--- src/rtl/core/svpm_pkg.sv ---
// ============================================================================
// svpm_pkg
// Shared types and constants of the scan voltage to position map.
// ============================================================================
`default_nettype none

package svpm_pkg;

    localparam int VOLT_W     = 16;
    localparam int TRIG_W     = 16;
    localparam int COEF_W     = 32;
    localparam int POS_W      = 32;
    localparam int RAD_W      = 16;
    localparam int SQ_W       = 32;
    localparam int PROD_W     = 32;
    localparam int ROT_W      = 33;
    localparam int ROT_BITS   = 15;
    localparam int LO_W       = 24;
    localparam int CLAMP_SHIFT = 40;
    localparam int CLAMP_W    = 42;
    localparam int ROOT_STAGES = 4;
    localparam int ROOT_STEPS  = 4;

    localparam int CFG_IDX_W  = 3;
    localparam int CFG_DATA_W = 32;

    localparam logic [CFG_IDX_W-1:0] REG_COEF_A   = 3'd0;
    localparam logic [CFG_IDX_W-1:0] REG_COEF_B   = 3'd1;
    localparam logic [CFG_IDX_W-1:0] REG_COEF_C   = 3'd2;
    localparam logic [CFG_IDX_W-1:0] REG_COEF_D   = 3'd3;
    localparam logic [CFG_IDX_W-1:0] REG_COS_RHO  = 3'd4;
    localparam logic [CFG_IDX_W-1:0] REG_SIN_RHO  = 3'd5;
    localparam logic [CFG_IDX_W-1:0] REG_OFFSET_X = 3'd6;
    localparam logic [CFG_IDX_W-1:0] REG_OFFSET_Y = 3'd7;

    localparam logic signed [TRIG_W-1:0] COS_RHO_RESET = 16'sd32767;

    typedef struct packed {
        logic signed [COEF_W-1:0] coef_a;
        logic signed [COEF_W-1:0] coef_b;
        logic signed [COEF_W-1:0] coef_c;
        logic signed [COEF_W-1:0] coef_d;
        logic signed [TRIG_W-1:0] cos_rho;
        logic signed [TRIG_W-1:0] sin_rho;
        logic signed [POS_W-1:0]  offset_x;
        logic signed [POS_W-1:0]  offset_y;
    } cfg_t;

endpackage

`default_nettype wire

--- src/rtl/core/svpm_isqrt.sv ---
// ============================================================================
// svpm_isqrt
// Pipelined integer square root of the squared voltage radius, a few
// restoring steps per stage.
// ============================================================================
`default_nettype none

module svpm_isqrt (
    input  wire logic                                 clk,
    input  wire logic [svpm_pkg::ROOT_STAGES-1:0]     en,
    input  wire logic [svpm_pkg::SQ_W-1:0]            sq_in,
    output logic      [svpm_pkg::RAD_W-1:0]           root
);

    typedef struct packed {
        logic [svpm_pkg::SQ_W-1:0] rem;
        logic [svpm_pkg::SQ_W-1:0] res;
    } root_state_t;

    function automatic root_state_t root_steps(input root_state_t cur, input int top_k);
        root_state_t            st;
        logic [svpm_pkg::SQ_W:0] bit_v;
        logic [svpm_pkg::SQ_W:0] trial;
        int                     k;
        st = cur;
        for (int j = 0; j < svpm_pkg::ROOT_STEPS; j++)
        begin
            k     = top_k - j;
            bit_v = (svpm_pkg::SQ_W+1)'(1) << (2 * k);
            trial = {1'b0, st.res} + bit_v;
            if ({1'b0, st.rem} >= trial)
            begin
                st.rem = st.rem - trial[svpm_pkg::SQ_W-1:0];
                st.res = (st.res >> 1) + bit_v[svpm_pkg::SQ_W-1:0];
            end
            else
            begin
                st.res = st.res >> 1;
            end
        end
        return st;
    endfunction

    root_state_t stage_reg [svpm_pkg::ROOT_STAGES];
    root_state_t init_state;

    assign init_state.rem = sq_in;
    assign init_state.res = '0;

    for (genvar s = 0; s < svpm_pkg::ROOT_STAGES; s++)
    begin : g_stage
        if (s == 0)
        begin : g_first
            always_ff @(posedge clk)
            begin
                if (en[s])
                begin
                    stage_reg[s] <= root_steps(init_state, svpm_pkg::RAD_W - 1);
                end
            end
        end
        else
        begin : g_rest
            always_ff @(posedge clk)
            begin
                if (en[s])
                begin
                    stage_reg[s] <= root_steps(stage_reg[s-1],
                                               svpm_pkg::RAD_W - 1 - svpm_pkg::ROOT_STEPS * s);
                end
            end
        end
    end

    assign root = stage_reg[svpm_pkg::ROOT_STAGES-1].res[svpm_pkg::RAD_W-1:0];

endmodule

`default_nettype wire

--- config.mk ---
export PLATFORM = sky130hd
export DESIGN_NAME = svpm_isqrt
export DESIGN_NICKNAME = d
export VERILOG_FILES = /design/src/rtl/core/svpm_pkg.sv /design/src/rtl/core/svpm_isqrt.sv
export SDC_FILE = /design/constraint.sdc
export NUM_CORES = 1
export LEC_CHECK = 0
export BUFFER_PORTS_ARGS = -buffer_cell sky130_fd_sc_hd__buf_2
export CAP_MARGIN = 20
export CELL_PAD_IN_SITES_DETAIL_PLACEMENT = 0
export CELL_PAD_IN_SITES_GLOBAL_PLACEMENT = 1
export CORE_MARGIN = 4
export CORE_UTILIZATION = 53
export CTS_CLUSTER_DIAMETER = 150
export CTS_CLUSTER_SIZE = 10
export DETAILED_ROUTE_END_ITERATION = 12
export PLACE_DENSITY = 0.85
export RECOVER_POWER = 25
export SLEW_MARGIN = 0
export SYNTH_ARGS = -nofsm -noshare
export SYNTH_HDL_FRONTEND = slang
export SYNTH_SLANG_ARGS = --single-unit
--- constraint.sdc ---
create_clock -name clk -period 29.9 [get_ports clk]
set_input_delay 2.99 -clock clk [delete_from_list [all_inputs] [get_ports clk]]
set_output_delay 2.99 -clock clk [all_outputs]
set_load 0.05 [all_outputs]
=== After elaboration in Yosys (flattened, before gate mapping) ===
Memories as Yosys holds them, arrays and structs flattened.
Cells that the tools add are included.

* Memory bits (writable): 256
* Logic and storage cells: 135
* Register bits: 0
* Memories kept: 1
* Input port bits: 37
* Output and inout port bits: 16

{| class="wikitable"
|+ Memories
! memory !! depth !! bits a word !! rd ports !! clocked after memory_dff !! wr ports !! RTL line !! RTL
|-
| stage_reg || 4 || 64 || 4 || 0 || 4 || svpm_isqrt.sv:44 || <nowiki>root_state_t stage_reg [svpm_pkg::ROOT_STAGES];</nowiki>
|}

* Muxes and demuxes: 72
* Order comparisons: 16
* $add $sub $neg: 46

{| class="wikitable"
|+ Operator list
! cell !! number
|-
| 2-to-1 mux 32 bit || 63
|-
| greater-or-equal comparator 32 x 33 -> 1 bit || 15
|-
| subtractor 32 bit || 15
|-
| adder 32 x 1 -> 33 bit, second input constant || 1
|-
| adder 32 x 11 -> 33 bit, second input constant || 1
|-
| adder 32 x 13 -> 33 bit, second input constant || 1
|-
| adder 32 x 15 -> 33 bit, second input constant || 1
|-
| adder 32 x 17 -> 33 bit, second input constant || 1
|-
| adder 32 x 19 -> 33 bit, second input constant || 1
|-
| adder 32 x 21 -> 33 bit, second input constant || 1
|-
| adder 32 x 23 -> 33 bit, second input constant || 1
|-
| adder 32 x 25 -> 33 bit, second input constant || 1
|-
| adder 32 x 27 -> 33 bit, second input constant || 1
|-
| adder 32 x 29 -> 33 bit, second input constant || 1
|-
| adder 32 x 3 -> 33 bit, second input constant || 1
|-
| adder 32 x 5 -> 33 bit, second input constant || 1
|-
| adder 32 x 7 -> 33 bit, second input constant || 1
|-
| adder 32 x 9 -> 33 bit, second input constant || 1
|-
| adder 31 x 1 -> 32 bit, second input constant || 1
|-
| adder 31 x 11 -> 32 bit, second input constant || 1
|-
| adder 31 x 13 -> 32 bit, second input constant || 1
|-
| adder 31 x 15 -> 32 bit, second input constant || 1
|-
| adder 31 x 17 -> 32 bit, second input constant || 1
|-
| adder 31 x 19 -> 32 bit, second input constant || 1
|-
| other kinds (13) || 20
|}

=== Depth between registers and ports, before layout ===
Gate-level depths: netlist of run 1.
An unclocked memory read counts as a cell.

* Word-level depth: 17
* Mapped depth: 58
* Gate-level depth less buffers: 51

=== Worst setup path after synthesis of run 1 ===
Ideal clock, no wire load.

* Path kind: reg-to-reg
* From: memory stage_reg[2][54] (netlist bit)
* To: memory stage_reg[3][0] (netlist bit) (data pin)
* Slack: 19.030 ns
* Clock period less this slack: 10.870 ns
* Library setup time: 0.269 ns
* Data required time: 29.631 ns
* Stages on the path, launching flop included: 53
* Data arrival time: 10.600 ns
* Buffers on the path: 8
* Cell sequence: edfxtp_1 > buf_2 > or4_1 > clkbuf_1 > nor4_2 > and2_1 > a31oi_2 > o21ai_2 > buf_2 > buf_1 > buf_1 > a21oi_1 > ha_1 > nor3b_1 > o311a_1 > nand3b_1 > nand2_1 > nand3_1 > (+17 left out) > o21ai_0 > nand4_2 > clkbuf_1 > nor2_1 > a21oi_1 > ha_1 > a21oi_1 > nor2b_1 > o21ai_0 > nand2b_1 > a21oi_1 > nor2b_1 > o21ai_0 > nand2b_1 > a221oi_1 > nand3_1 > nor4_1 > nand4_1

{| class="wikitable"
|+ RTL lines
! what !! RTL line
|-
| from (decl) || svpm_isqrt.sv:44
|}

==> flow_summary.json, run 1 <==
{
  "status": "completed",
  "ys_types": 104,
  "fin_crit_ns": 13.20,
  "htree_levels": 4,
  "dr.pass1.iters": 5,
  "track_usage_pct": 28.6,
  "synthFlopType": "edfxtp_1",
  "rows": 62,
  "slowest_stage": "nand4_2",
  "crit_type": "register to register",
  "drc": 0,
  "overflow": 0,
  "die_width_um": 180,
  "wl_per_cell_um": 20.9,
  "clock_sinks": 136,
  "wl_um": 48100,
  "cp.arrival_ns": 13.37,
  "first_iter_violations": 1075,
  "clk_latency_ns": 0.43,
  "cts_resized": 0,
  "diodes": 0,
  "fmax_mhz": 75.8,
  "crit_end": "stage_reg[3][0]",
  "cp.required_ns": 30.07,
  "clock_skew_ns": 0.0214,
  "wl_met1_um": 21800,
  "critPathLaunch": "stage_reg[2][18]",
  "largest_reg_flops": 136,
  "grt_pass1_vias": 13448,
  "vias": 14550,
  "async_reset_ff_share_pct": 0,
  "grt_pass1_wl_um": 75100,
  "cts_hold_buf": 0,
  "netlist_instances": 1882,
  "highest_layer": "met4",
  "synth_edf_count": 136,
  "hold_class": "register to register",
  "synth_area_um2": 15700,
  "viasPerCell": 6.31,
  "n_fill_cell": 2708,
  "cp_max_fo": 29,
  "yosysSeqAreaShare_pct": 26.0,
  "drt.antenna.violating_nets": 0,
  "crit_top_cell": "a21o_1",
  "rrSetupSlack_ns": 16.70,
  "fin_area_um2": 16800,
  "r2r-start": "stage_reg[2][18]",
  "dp_hpwl_um": 38600,
  "grt_max_degree": 45,
  "die_area_um2": 32400,
  "route.met3.wl_um": 3050,
  "initial_utilization_pct": 54.3,
  "tns_ns": 0,
  "core_um2": 28900,
  "cts_tree": "yes",
  "root_buffer": "clkbuf_16",
  "rsz0062_at_grt": "false",
  "period_share_pct": 44.1,
  "drv_slew": 0,
  "cp-start-kind": "register",
  "report.final.hold_viol_count": 0,
  "portBuffers": 52,
  "clock_path_buffers": 2,
  "syn2layout_area_growth_pct": 7.17,
  "r2r-end": "stage_reg[3][0]",
  "wl_met2_um": 22000,
  "setup_viol": 0,
  "finalWeightedCongestion": 0.944,
  "max_slew_margin_pct": 28.4,
  "rr_worst_depth": 50,
  "fin_nets": 2104,
  "cts_buffers": 17,
  "worst_pin_slew_ns": 1.07,
  "synth.ff_latch_count": 136,
  "die_h_um": 180,
  "syn-num-nets": 2078,
  "yosys_warnings": 0,
  "drive_gt1_share_pct": 7.44,
  "postPlaceCellArea_um2": 16300,
  "critical-path-max-stage-delay_ns": 0.64,
  "io_pins": 53,
  "grt_antenna_before_repair": 0,
  "drv_cap": 0,
  "syn-mean-instance-area_um2": 8.34,
  "clk_pin_slew_ns": 0.08,
  "cts_setup_buffers": 0,
  "endpoint_kind": "register"
}
==> cell families (layout without fill, tap and decap cells) <==
kind of cell / after synthesis / after routing / synth area share, %
AO/OA/AOI/OAI: 550 / 550 / 23.2
XOR/XNOR: 160 / 160 / 8.97
adder cells (fa/ha/maj): 159 / 159 / 12.7
buffers and inverters: 156 / 195 / 3.93
flip-flops: 136 / 136 / 26.0
multiplexers: 40 / 40 / 2.69
AND/OR/NAND/NOR: 681 / 681 / 22.5
==> worst min path at each step <==
stage | from | end | slack, ns | cells past startpoint
2_1_floorplan | stage_reg[0][24] | stage_reg[1][20] | 0.43 | 0
3_3_place_gp | stage_reg[1][16] | stage_reg[2][12] | 0.43 | 0
3_5_place_dp | stage_reg[1][19] | stage_reg[2][15] | 0.44 | 0
4_1_cts | stage_reg[1][32] | stage_reg[2][32] | 0.43 | 0
5_1_grt | stage_reg[1][32] | stage_reg[2][32] | 0.43 | 0
6_report | stage_reg[1][32] | stage_reg[2][32] | 0.43 | 0
==> cells in the final DEF, fill, tap and decap left out, types with 7 or more instances in the layout <==
cell,n
a21oi_1,168
nand2_1,165
nor2_1,164
ha_1,159
edfxtp_1,136
o21ai_0,103
inv_1,97
xnor2_1,96
a21o_1,66
xor2_1,63
nand3_1,58
nor3_1,39
nor4_1,33
buf_2,32
nand4_1,31
nand2b_1,27
o21a_1,25
mux2i_1,22
nor2b_1,21
a211oi_1,21
clkbuf_1,20
nor3b_1,19
o211ai_1,18
or3_1,18
a31oi_1,18
and2_1,17
clkbuf_16,17
mux2_2,16
o31ai_1,14
and3_1,13
or2_2,13
o21bai_1,9
nand3b_1,9
o2111ai_1,9
inv_2,8
and4_1,8
o31a_1,8
nand4b_1,8
inv_6,7
nor4b_1,7
==> stage by stage <==
step / util (%) / setup slack (ns) / hold slack [ns] / std cells
6_report: 58.1 / 16.70 / 0.430 / 2305
5_1_grt: 58.1 / 15.62 / 0.432 / 2305
4_1_cts: 58.2 / 16.80 / 0.432 / 2304
3_5_place_dp: 56.2 / 16.79 / 0.436 / 2272
3_3_place_gp: 56.2 / 16.81 / 0.431 / 2272
2_1_floorplan: - / 19.03 / 0.426 / 1882
==> Yosys cell counts, types with 19 or more instances <==
| cell | number | area [um^2] |
|---|---|---|
| nor3b_1 | 19 | 143 |
| edfxtp_1 | 136 | 4080 |
| xor2_1 | 63 | 552 |
| a211oi_1 | 21 | 158 |
| nor2_1 | 164 | 616 |
| nor3_1 | 39 | 195 |
| nand3_1 | 57 | 285 |
| inv_1 | 97 | 364 |
| o21a_1 | 25 | 188 |
| a21o_1 | 66 | 495 |
| mux2i_1 | 22 | 220 |
| nor2b_1 | 21 | 131 |
| nor4_1 | 33 | 206 |
| nand2_1 | 165 | 619 |
| nand2b_1 | 27 | 169 |
| ha_1 | 159 | 1990 |
| a21oi_1 | 168 | 841 |
| xnor2_1 | 96 | 841 |
| nand4_1 | 31 | 194 |
| o21ai_0 | 103 | 515 |
| clkbuf_1 | 32 | 120 |
==> layer usage <==
metal / GRT usage [%] / vias up
li1: - / 7117
met1: 40.1 / 6862
met2: 46.9 / 514
met3: 3.55 / 57
met4: 7.83 / 0
met5: 0 / -
==> worst max-delay path, delay by kind of cell, from the launching register on <==
family	cells	cell delay, ns
compound gates	22	4.74
simple gates	19	4.57
buf+inv	5	1.59
fa+ha+maj	4	1.46
flops	1	0.51
==> area by class of cell <==
class	count	area, um^2	area share (%)
Clock buffer	17	425	2.53
Inverter	106	403	2.39
Clock inverter	15	173	1.03
Sequential cell	136	4080	24.3
Multi-Input combinational cell	1590	11000	65.3
Timing Repair Buffer	57	273	1.62
Tap cell	384	480	2.86
Power of run 1 is not shown: default switching activity piles up to over one toggle a cycle in this logic, so the estimate is an artifact.
==> run 2, diff against run 1 <==
Settings changed: ABC_AREA from default to 1, CORE_UTILIZATION 53 to 46, PLACE_DENSITY 0.85 to 0.79.
Clock period 29.9 ns to 12.2 ns, I/O delays scaled along.
==> flow_summary.json, run 2 <==
{
  "slowest_stage": "inv_1",
  "die_width_um": 205,
  "rsz0062_at_grt": "false",
  "die_area_um2": 42000,
  "cts_hold_buf": 0,
  "clock_path_buffers": 2,
  "drt.antenna.violating_nets": 0,
  "layout_common_cells": "nand2_1 (838), inv_1 (384), nor2_1 (301)",
  "track_usage_pct": 28.7,
  "io_pins": 53,
  "diodes": 0,
  "root_buffer": "clkbuf_16",
  "synth_edf_count": 136,
  "drive_gt1_share_pct": 6.14,
  "rows": 71,
  "synthFlopType": "edfxtp_1",
  "wl_um": 60600,
  "crit_type": "register to register",
  "synth.ff_latch_count": 136,
  "finalWeightedCongestion": 1.02,
  "portBuffers": 52,
  "report.final.hold_viol_count": 0,
  "dp_hpwl_um": 51200,
  "drv_slew": 0,
  "fin_crit_ns": 10.31,
  "cp_max_fo": 36,
  "rrSetupSlack_ns": 1.89,
  "yosysMostFrequentCell": "nand2_1",
  "status": "completed",
  "wl_per_cell_um": 17.9,
  "overflow": 0,
  "fin_nets": 3049,
  "die_h_um": 205,
  "clock_sinks": 136,
  "final_common_cell": "nand2_1",
  "tns_ns": 0,
  "grt_pass1_vias": 17411,
  "drv_cap": 0,
  "worst_pin_slew_ns": 0.892,
  "clk_pin_slew_ns": 0.07,
  "cp-start-kind": "register",
  "async_reset_ff_share_pct": 0,
  "endpoint_kind": "register",
  "drc": 0,
  "hold_class": "register to register",
  "clk_latency_ns": 0.44,
  "yosys_warnings": 0,
  "initial_utilization_pct": 47.0,
  "vias": 18448,
  "cts_buffers": 17,
  "grt_max_degree": 45,
  "syn2layout_area_growth_pct": 7.06,
  "synthTopCellsByArea": "edfxtp_1 (23%), nand2_1 (18%), ha_1 (11%)",
  "grt_antenna_before_repair": 0,
  "viasPerCell": 5.46,
  "cp.arrival_ns": 10.50,
  "max_slew_margin_pct": 40.5,
  "clock_skew_ns": 0.0200,
  "syn-mean-instance-area_um2": 6.35,
  "largest_reg_flops": 136,
  "yosysSeqAreaShare_pct": 22.9,
  "grt_pass1_wl_um": 95100,
  "cts_resized": 0,
  "n_fill_cell": 4080,
  "cts_tree": "yes",
  "ys_types": 52,
  "first_iter_violations": 1394,
  "synth_area_um2": 17800,
  "fmax_mhz": 97.0,
  "setup_viol": 0,
  "cts_setup_buffers": 0,
  "htree_levels": 4,
  "yosysTopAreaCellShare_pct": 22.9,
  "netlist_instances": 2808,
  "period_share_pct": 84.5,
  "syn-num-nets": 3004,
  "synthTopCellsByCount": "nand2_1 (838), inv_1 (384), nor2_1 (301)",
  "cp.required_ns": 12.39,
  "core_um2": 37900,
  "synth_top_area_cell": "edfxtp_1",
  "dr.pass1.iters": 7,
  "critical-path-max-stage-delay_ns": 0.68
}
-- run 2: cell types whose count changed after synthesis, sizes merged, moves of 24 or more --
cell	change
nand2b	-28
a21o	-62
xnor2	-39
clkbuf	-24
o21ai	+65
nand3	+192
inv	+290
nor2	+170
a21oi	-27
nand4	+42
nand2	+693
-- run 2: layer usage --
metal,track usage [%],vias up,routed length (um),share of wire [%]
met1,39.5,8522,27900,46
met5,0,-,0,0
li1,-,9334,-,-
met2,48.5,504,28200,46
met4,7.80,0,1640,2.7
met3,2.44,88,2880,4.8
-- run 2: cell families after synthesis --
group	share of synthesized area (%)
buffers and inverters	9.46
flip-flops	22.9
adder cells (fa/ha/maj)	11.2
XOR/XNOR	5.45
AO/OA/AOI/OAI	11.0
AND/OR/NAND/NOR	40.0
-- run 2: cell type report --
| type | instances | area [um^2] | area share (%) |
|---|---|---|---|
| clock inverter | 13 | 123 | 0.642 |
| clock buffer | 19 | 433 | 2.27 |
| inverter | 400 | 1500 | 7.86 |
| sequential | 136 | 4080 | 21.4 |
| timing repair buffer | 53 | 251 | 1.32 |
| tap | 511 | 639 | 3.35 |
| multi-input combinational | 2245 | 12100 | 63.2 |
-- run 2: final timing paths --
kind,from,endpoint,depth (start not counted)
setup / recovery,stage_reg[2][10],stage_reg[3][0],46
hold / removal,stage_reg[2][8],stage_reg[3][4],0
setup reg to reg,stage_reg[2][10],stage_reg[3][0],46
hold reg to reg,stage_reg[2][8],stage_reg[3][4],0
-- run 2: worst max-delay path: cells and delay by family (launching register included) --
kind            cells  cell delay [ns]
buf+inv             6             2.14
flops               1             0.39
compound gates      8             1.73
simple gates       28             4.33
fa+ha+maj           4             1.44
-- run 2: stage by stage --
| step | cell area [um^2] | util, % | worst slack, ns | hold WS (ns) | cells |
|---|---|---|---|---|---|
| floorplan | 17800 | - | 4.65 | 0.426 | 2808 |
| global placement | 18600 | 48.9 | 2.39 | 0.428 | 3344 |
| detailed placement | 18600 | 48.9 | 2.07 | 0.433 | 3344 |
| CTS | 19100 | 50.4 | 2.03 | 0.446 | 3376 |
| global route | 19100 | 50.3 | 0.742 | 0.462 | 3377 |
| finish | 19100 | 50.3 | 1.89 | 0.442 | 3377 |
Power of run 2 is left out for the same reason.
==> run 3, diff against run 2 <==
Settings changed: ABC_AREA 1 to 0, CORE_UTILIZATION 46 to 45, PLACE_DENSITY 0.79 to 0.76.
Clock period 12.2 ns to 8.9 ns, I/O delays scaled along.
==> flow_summary.json, run 3 (synthesized netlist as in run 1, its figures left out) <==
{
  "status": "finished, violations left",
  "violations": "negative setup slack",
  "root_buffer": "clkbuf_16",
  "critical-path-max-stage-delay_ns": 0.53,
  "syn2layout_area_growth_pct": 34.6,
  "fin_crit_ns": 9.23,
  "fin_nets": 2577,
  "overflow": 0,
  "vias": 16315,
  "rows": 68,
  "finalWeightedCongestion": 1.01,
  "drv_slew": 0,
  "cts_hold_buf": 0,
  "clk_latency_ns": 0.46,
  "track_usage_pct": 27.9,
  "drv_cap": 0,
  "dr.pass1.iters": 5,
  "wl_um": 54700,
  "final_common_cell": "buf_4",
  "clock_path_buffers": 2,
  "wl_per_cell_um": 19.2,
  "grt_pass1_wl_um": 84800,
  "drc": 0,
  "holdWs_ns": 0.446,
  "hold_class": "register to register",
  "cts_buffers": 17,
  "die_h_um": 195,
  "clock_skew_ns": 0.0176,
  "diodes": 0,
  "n_fill_cell": 3111,
  "initial_utilization_pct": 45.6,
  "cp_max_fo": 14,
  "grt_pass1_vias": 15556,
  "use_met3_pct": 4.39,
  "first_iter_violations": 1248,
  "io_pins": 53,
  "path_buf_inv": 3,
  "report.final.hold_viol_count": 0,
  "use_met1_pct": 37.7,
  "dp_hpwl_um": 45200,
  "crit_type": "register to register",
  "slowest_stage": "or4_4",
  "drt.antenna.violating_nets": 0,
  "cts_tree": "yes",
  "grt_antenna_before_repair": 0,
  "cp.required_ns": 9.09,
  "use_met2_pct": 47.1,
  "die_area_um2": 37900,
  "htree_levels": 4,
  "drive_gt1_share_pct": 29.5,
  "clk_pin_slew_ns": 0.08,
  "endpoint_kind": "register",
  "largest_reg_flops": 136,
  "postPlaceCellArea_um2": 20000,
  "max_slew_margin_pct": 29.0,
  "die_width_um": 195,
  "core_um2": 34500,
  "crit_top_cell": "a21o_1",
  "cp.arrival_ns": 9.42,
  "viasPerCell": 5.73,
  "clock_sinks": 136,
  "top_usage_layer": "met2",
  "fmax_mhz": 108,
  "grt_max_degree": 45,
  "worst_pin_slew_ns": 1.06,
  "layout_common_cells": "buf_4 (459), nand2_1 (164), nor2_1 (157)",
  "setup_viol": 1,
  "critPathTopFamily": "compound AO/OA/AOI/OAI gates",
  "setup_ws_ns": -0.331,
  "period_share_pct": 104,
  "fin_area_um2": 21100,
  "cp-start-kind": "register",
  "portBuffers": 52,
  "rsz0062_at_grt": "true"
}
-- run 3: cell types whose count changed in the layout (fill, tap and decap cells not counted), sizes merged, moves of 27 or more --
cell,previous run,this run
nand2,858,165
buf,30,501
inv,399,115
nand3,250,58
nor2,334,164
o21ai,172,107
a21o,4,66
nand4,76,34
xnor2,58,97
nand2b,0,28
a21oi,141,168
-- run 3: worst paths after layout --
check                                      start          endpoint  slack, ns  cells past startpoint
worst max register to register  stage_reg[2][18]   stage_reg[3][0]      -0.33                     48
worst min register to register  stage_reg[0][38]  stage_reg[1][38]       0.45                      0
worst min-delay path            stage_reg[0][38]  stage_reg[1][38]       0.45                      0
worst max-delay path            stage_reg[2][18]   stage_reg[3][0]      -0.33                     48
-- run 3: area by class of cell --
type	instances	area, um^2	share of cell area [%]
Inverter	106	408	1.93
Multi-Input combinational cell	1590	11600	55.0
Sequential cell	136	4080	19.3
Clock buffer	17	425	2.01
Tap cell	455	569	2.69
Clock inverter	15	181	0.858
Timing Repair Buffer	530	3840	18.2
-- run 3: metal layers --
layer,vias to the layer above,part of all wire (%)
li1,8059,-
met5,-,0
met2,412,48
met1,7778,45
met4,0,2.1
met3,66,4.9
-- run 3: stage by stage --
| step | utilization (%) | TNS, ns | instances | setup slack (ns) |
|---|---|---|---|---|
| after CTS | 60.3 | -0.326 | 2834 | -0.326 |
| after global routing | 61.3 | -1.42 | 2849 | -0.848 |
| after floorplan | - | -0.625 | 1882 | -0.625 |
| after detailed placement | 58.0 | -3.74 | 2793 | -0.468 |
| after global placement | 58.0 | -2.29 | 2793 | -0.273 |
| final | 61.3 | -0.331 | 2849 | -0.331 |
-- run 3: worst reg2reg max path: cells and delay by family, from the launching register on --
family	cells	cell delay, ns
flip-flops	1	0.41
buffers and inverters	3	0.40
adder cells (fa/ha/maj)	4	1.08
AO/OA/AOI/OAI	22	3.66
AND/OR/NAND/NOR	19	3.43
-- run 3: what timing repair did --
action	CTS	global route
pin swaps	12	32
setup endpoints to repair	26	40
setup buffers	9	15
gates resized for setup	21	61
Power of run 3 is left out for the same reason.
